$ cat config.mk
export PLATFORM = sky130hd
export DESIGN_NAME = mtf_cell
export DESIGN_NICKNAME = d
export VERILOG_FILES = /design/src/hdl/mtf_cell.sv
export SDC_FILE = /design/constraint.sdc
export NUM_CORES = 1
export LEC_CHECK = 0
export BUFFER_PORTS_ARGS = -buffer_cell sky130_fd_sc_hd__buf_4
export CORE_MARGIN = 1.5
export CORE_UTILIZATION = 43
export DETAILED_ROUTE_END_ITERATION = 8
export PLACE_DENSITY = 0.83
export SYNTH_ARGS = -nofsm -noshare
export SYNTH_HDL_FRONTEND = slang
export SYNTH_SLANG_ARGS = --single-unit
$ cat constraint.sdc
create_clock -name aclk -period 1.7 [get_ports aclk]
set_input_delay 0.085 -clock aclk [delete_from_list [all_inputs] [get_ports aclk]]
set_output_delay 0.085 -clock aclk [all_outputs]
set_load 0.05 [all_outputs]
$ cat src/hdl/mtf_cell.sv
// ---------------------------------------------------------------------------
// mtf_cell
// One list position: holds the element standing there with its accessed
// flag and worst position, and takes its neighbor's entry on a move.
// ---------------------------------------------------------------------------
module mtf_cell #(
    parameter int IDW   = 10,
    parameter int INDEX = 0
) (
    input  logic           aclk,
    input  logic           aresetn,
    input  logic           move_en,
    input  logic [IDW-1:0] move_pos,
    input  logic [IDW-1:0] query,
    input  logic [IDW-1:0] prev_id,
    input  logic           prev_acc,
    input  logic [IDW-1:0] prev_worst,
    output logic [IDW-1:0] id_o,
    output logic           acc_o,
    output logic [IDW-1:0] worst_o,
    output logic [2*IDW:0] leaf_o
);

    localparam logic [IDW-1:0] MY_POS = IDW'(INDEX);

    logic [IDW-1:0] id_reg;
    logic           acc_reg;
    logic [IDW-1:0] worst_reg;
    logic           take;

    assign take = move_en && (MY_POS <= move_pos);

    always_ff @(posedge aclk) begin
        if (!aresetn) begin
            id_reg    <= MY_POS;
            acc_reg   <= 1'b0;
            worst_reg <= MY_POS;
        end else if (take) begin
            id_reg    <= prev_id;
            acc_reg   <= prev_acc;
            worst_reg <= prev_worst;
        end
    end

    assign id_o    = id_reg;
    assign acc_o   = acc_reg;
    assign worst_o = worst_reg;
    assign leaf_o  = (id_reg == query) ? {MY_POS, acc_reg, worst_reg} : '0;

endmodule

==> impl_metrics.tcl <==
set metrics [dict create \
    drc_errors 0 \
    numCtsBuffers 3 \
    drv_slew 0 \
    viasPerCell 4.93 \
    hold_depth 3 \
    hold_buffers 0 \
    max_freq_mhz 609 \
    cts-root-buf "clkbuf_4" \
    max-vdd-ir-drop_mv 0.638 \
    p_sw_uw 432 \
    htreeDepth 1 \
    hold_slack_ns 0.0362 \
    grt_pass1_wl_um 4020 \
    io_pins 86 \
    path_max_fanout 11 \
    synthCells 117 \
    end_kind "primary output" \
    core-area_um2 2520 \
    mostFrequentLayoutCell "buf_4" \
    placed_cell_area_um2 1690 \
    syn_area_um2 1160 \
    cts_sinks 21 \
    die_w_um 54.9 \
    preCtsSetupSlack_ns 0.355 \
    switching_share 0.360 \
    clk_latency_ns 0.29 \
    place.gp.congestion 0.667 \
    synth_seq_area_share 0.363 \
    drt.antenna.violating_nets 0 \
    design_area_um2 1770 \
    cts_tree "yes" \
    r2r_cells 2 \
    die_area_um2 3010 \
    cp.arrival_ns 1.56 \
    status "finished, final reports clean" \
    ys_warn_count 0 \
    worstSetupStartpointType "flip-flop" \
    hold_viol 0 \
    drt_iter0_markers 14 \
    p_per_area_nw_per_um2 680 \
    grt_use_total 0.188 \
    yosys.cell_types.count 14 \
    crit_type "reg2out" \
    port_buffers 65 \
    initial_utilization 0.459 \
    drv_cap 0 \
    post_drt_wl_per_cell_um 12.8 \
    clk_path_buf_depth 2 \
    syn_area_per_cell_um2 9.89 \
    wl_met1_um 1180 \
    yosys.area.top_type "dfxtp_1" \
    leakagePower_nw 0.908 \
    num_rows 18 \
    first_pass_iters 4 \
    wirelength_um 2700 \
    final_cell_mix "57 x buf_4, 21 x mux2i_1, 21 x nor2b_1, 12 x dfxtp_1, 12 x buf_6" \
    fillers 196 \
    rsz0062_at_grt "yes" \
    fp.dieH_um 54.9 \
    clkTransAtPathRegs_ns 0.12 \
    hold_path.class "in2reg" \
    routed-wl-met3_um 227 \
    nets 225 \
    setup_ws_ns 0.0590 \
    area_growth_pct 52.5 \
    power_frac_comb 0.344 \
    grt_pass1_vias 912 \
    grt_max_degree 22 \
    synth.top_cells.by_area "dfxtp_1 36%, mux2i_1 18%, nor2b_1 11%, nor3_2 8.6%, buf_4 8.4%" \
    n_antenna_cell 0 \
    clkPwrFrac 0.198 \
    antenna_found_initial 0 \
    synth-seq-cells 21 \
    worstPathRequired_ns 1.62 \
    setup_viol_count_final 0 \
    postCtsSetupBuffers 0 \
    min_period_ns 1.64 \
    drive_above_1_share 0.511 \
    dr.max_layer_used "met3" \
    internal_power_uw 767 \
    grt_overflow_total 0 \
    p_seq_frac 0.458 \
    dp.final_hpwl_um 2020 \
    power_mw 1.20 \
    num_vias 1035 \
    finClkSkew_ns 0 \
    synth_top_area_share 0.363 \
    post-route-period-util 0.965 \
    met2_wirelength_um 1290 \
]
==> cell usage after synthesis, drive strengths merged <==
cell type and n:
mux2i 21, buf 16, xnor2 10, dfxtp 21, nand3 11, clkbuf 3, nor3 11, conb 1
nand4 2, nor2b 21
==> cell type report <==
type                    count  area (um2)  share of cell area
flip-flops and latches     21         432               0.245
repair buffers             69         563               0.319
multi-input cells          86         707               0.400
well taps                  30        37.5              0.0213
clock buffers               4        26.3              0.0149
==> cells by family (layout without fill, tap and decap cells) <==
group,after synthesis,after routing,synth area share
simple gates,45,45,0.263
mux,21,21,0.182
xor+xnor,10,10,0.0757
other cells,1,10,0.00324
buf+inv,19,73,0.114
flops,21,21,0.363
==> worst max-delay path, cell delays in order (launching register included) <==
cell and delay, ns:
dfxtp_2 0.35, xnor2_1 0.17, nand4_1 0.14, buf_6 0.21, nor3_2 0.21, buf_6 0.19
==> power groups by stage <==
stage | clock [mW] | combinational (mW) | sequential, mW
CTS | 0.251 | 0.414 | 0.549
global route | 0.272 | 0.438 | 0.554
detailed placement | 0 | 0.414 | 0.560
floorplan | 0 | 0.202 | 0.659
finish | 0.237 | 0.413 | 0.549
global placement | 0 | 0.404 | 0.559
==> flip-flops by register name (all words and copies together) (netlist names) <==
register	flops
acc_o	1
worst_o	10
id_o	10
==> timing repair <==
action	4_1_cts	5_1_grt
endpoints found under the setup margin	1	11
pin swaps	0	0
gates resized for setup	1	12
==> stage by stage <==
step	TNS [ns]	instances	utilization
floorplan	-0.00515	126	-
global placement	0	206	0.671
CTS	0	210	0.683
detailed placement	0	206	0.671
global route	-0.0908	210	0.700
finish	0	210	0.700
==> final timing paths <==
check / startpoint / endpoint / slack, ns
max: id_o[8] / leaf_o[10] / 0.06
min reg2reg: id_o[2] / id_o[2] / 0.55
max reg2reg: id_o[7] / id_o[7] / 1.03
min: prev_id[2] / id_o[2] / 0.04
==> routing by layer <==
metal / up-vias / track usage
met1: 472 / 0.242
met5: - / 0
met3: 0 / 0.0246
met4: 0 / 0.0792
li1: 498 / -
met2: 65 / 0.313
Note: power is estimated with default switching activity, not from simulation.
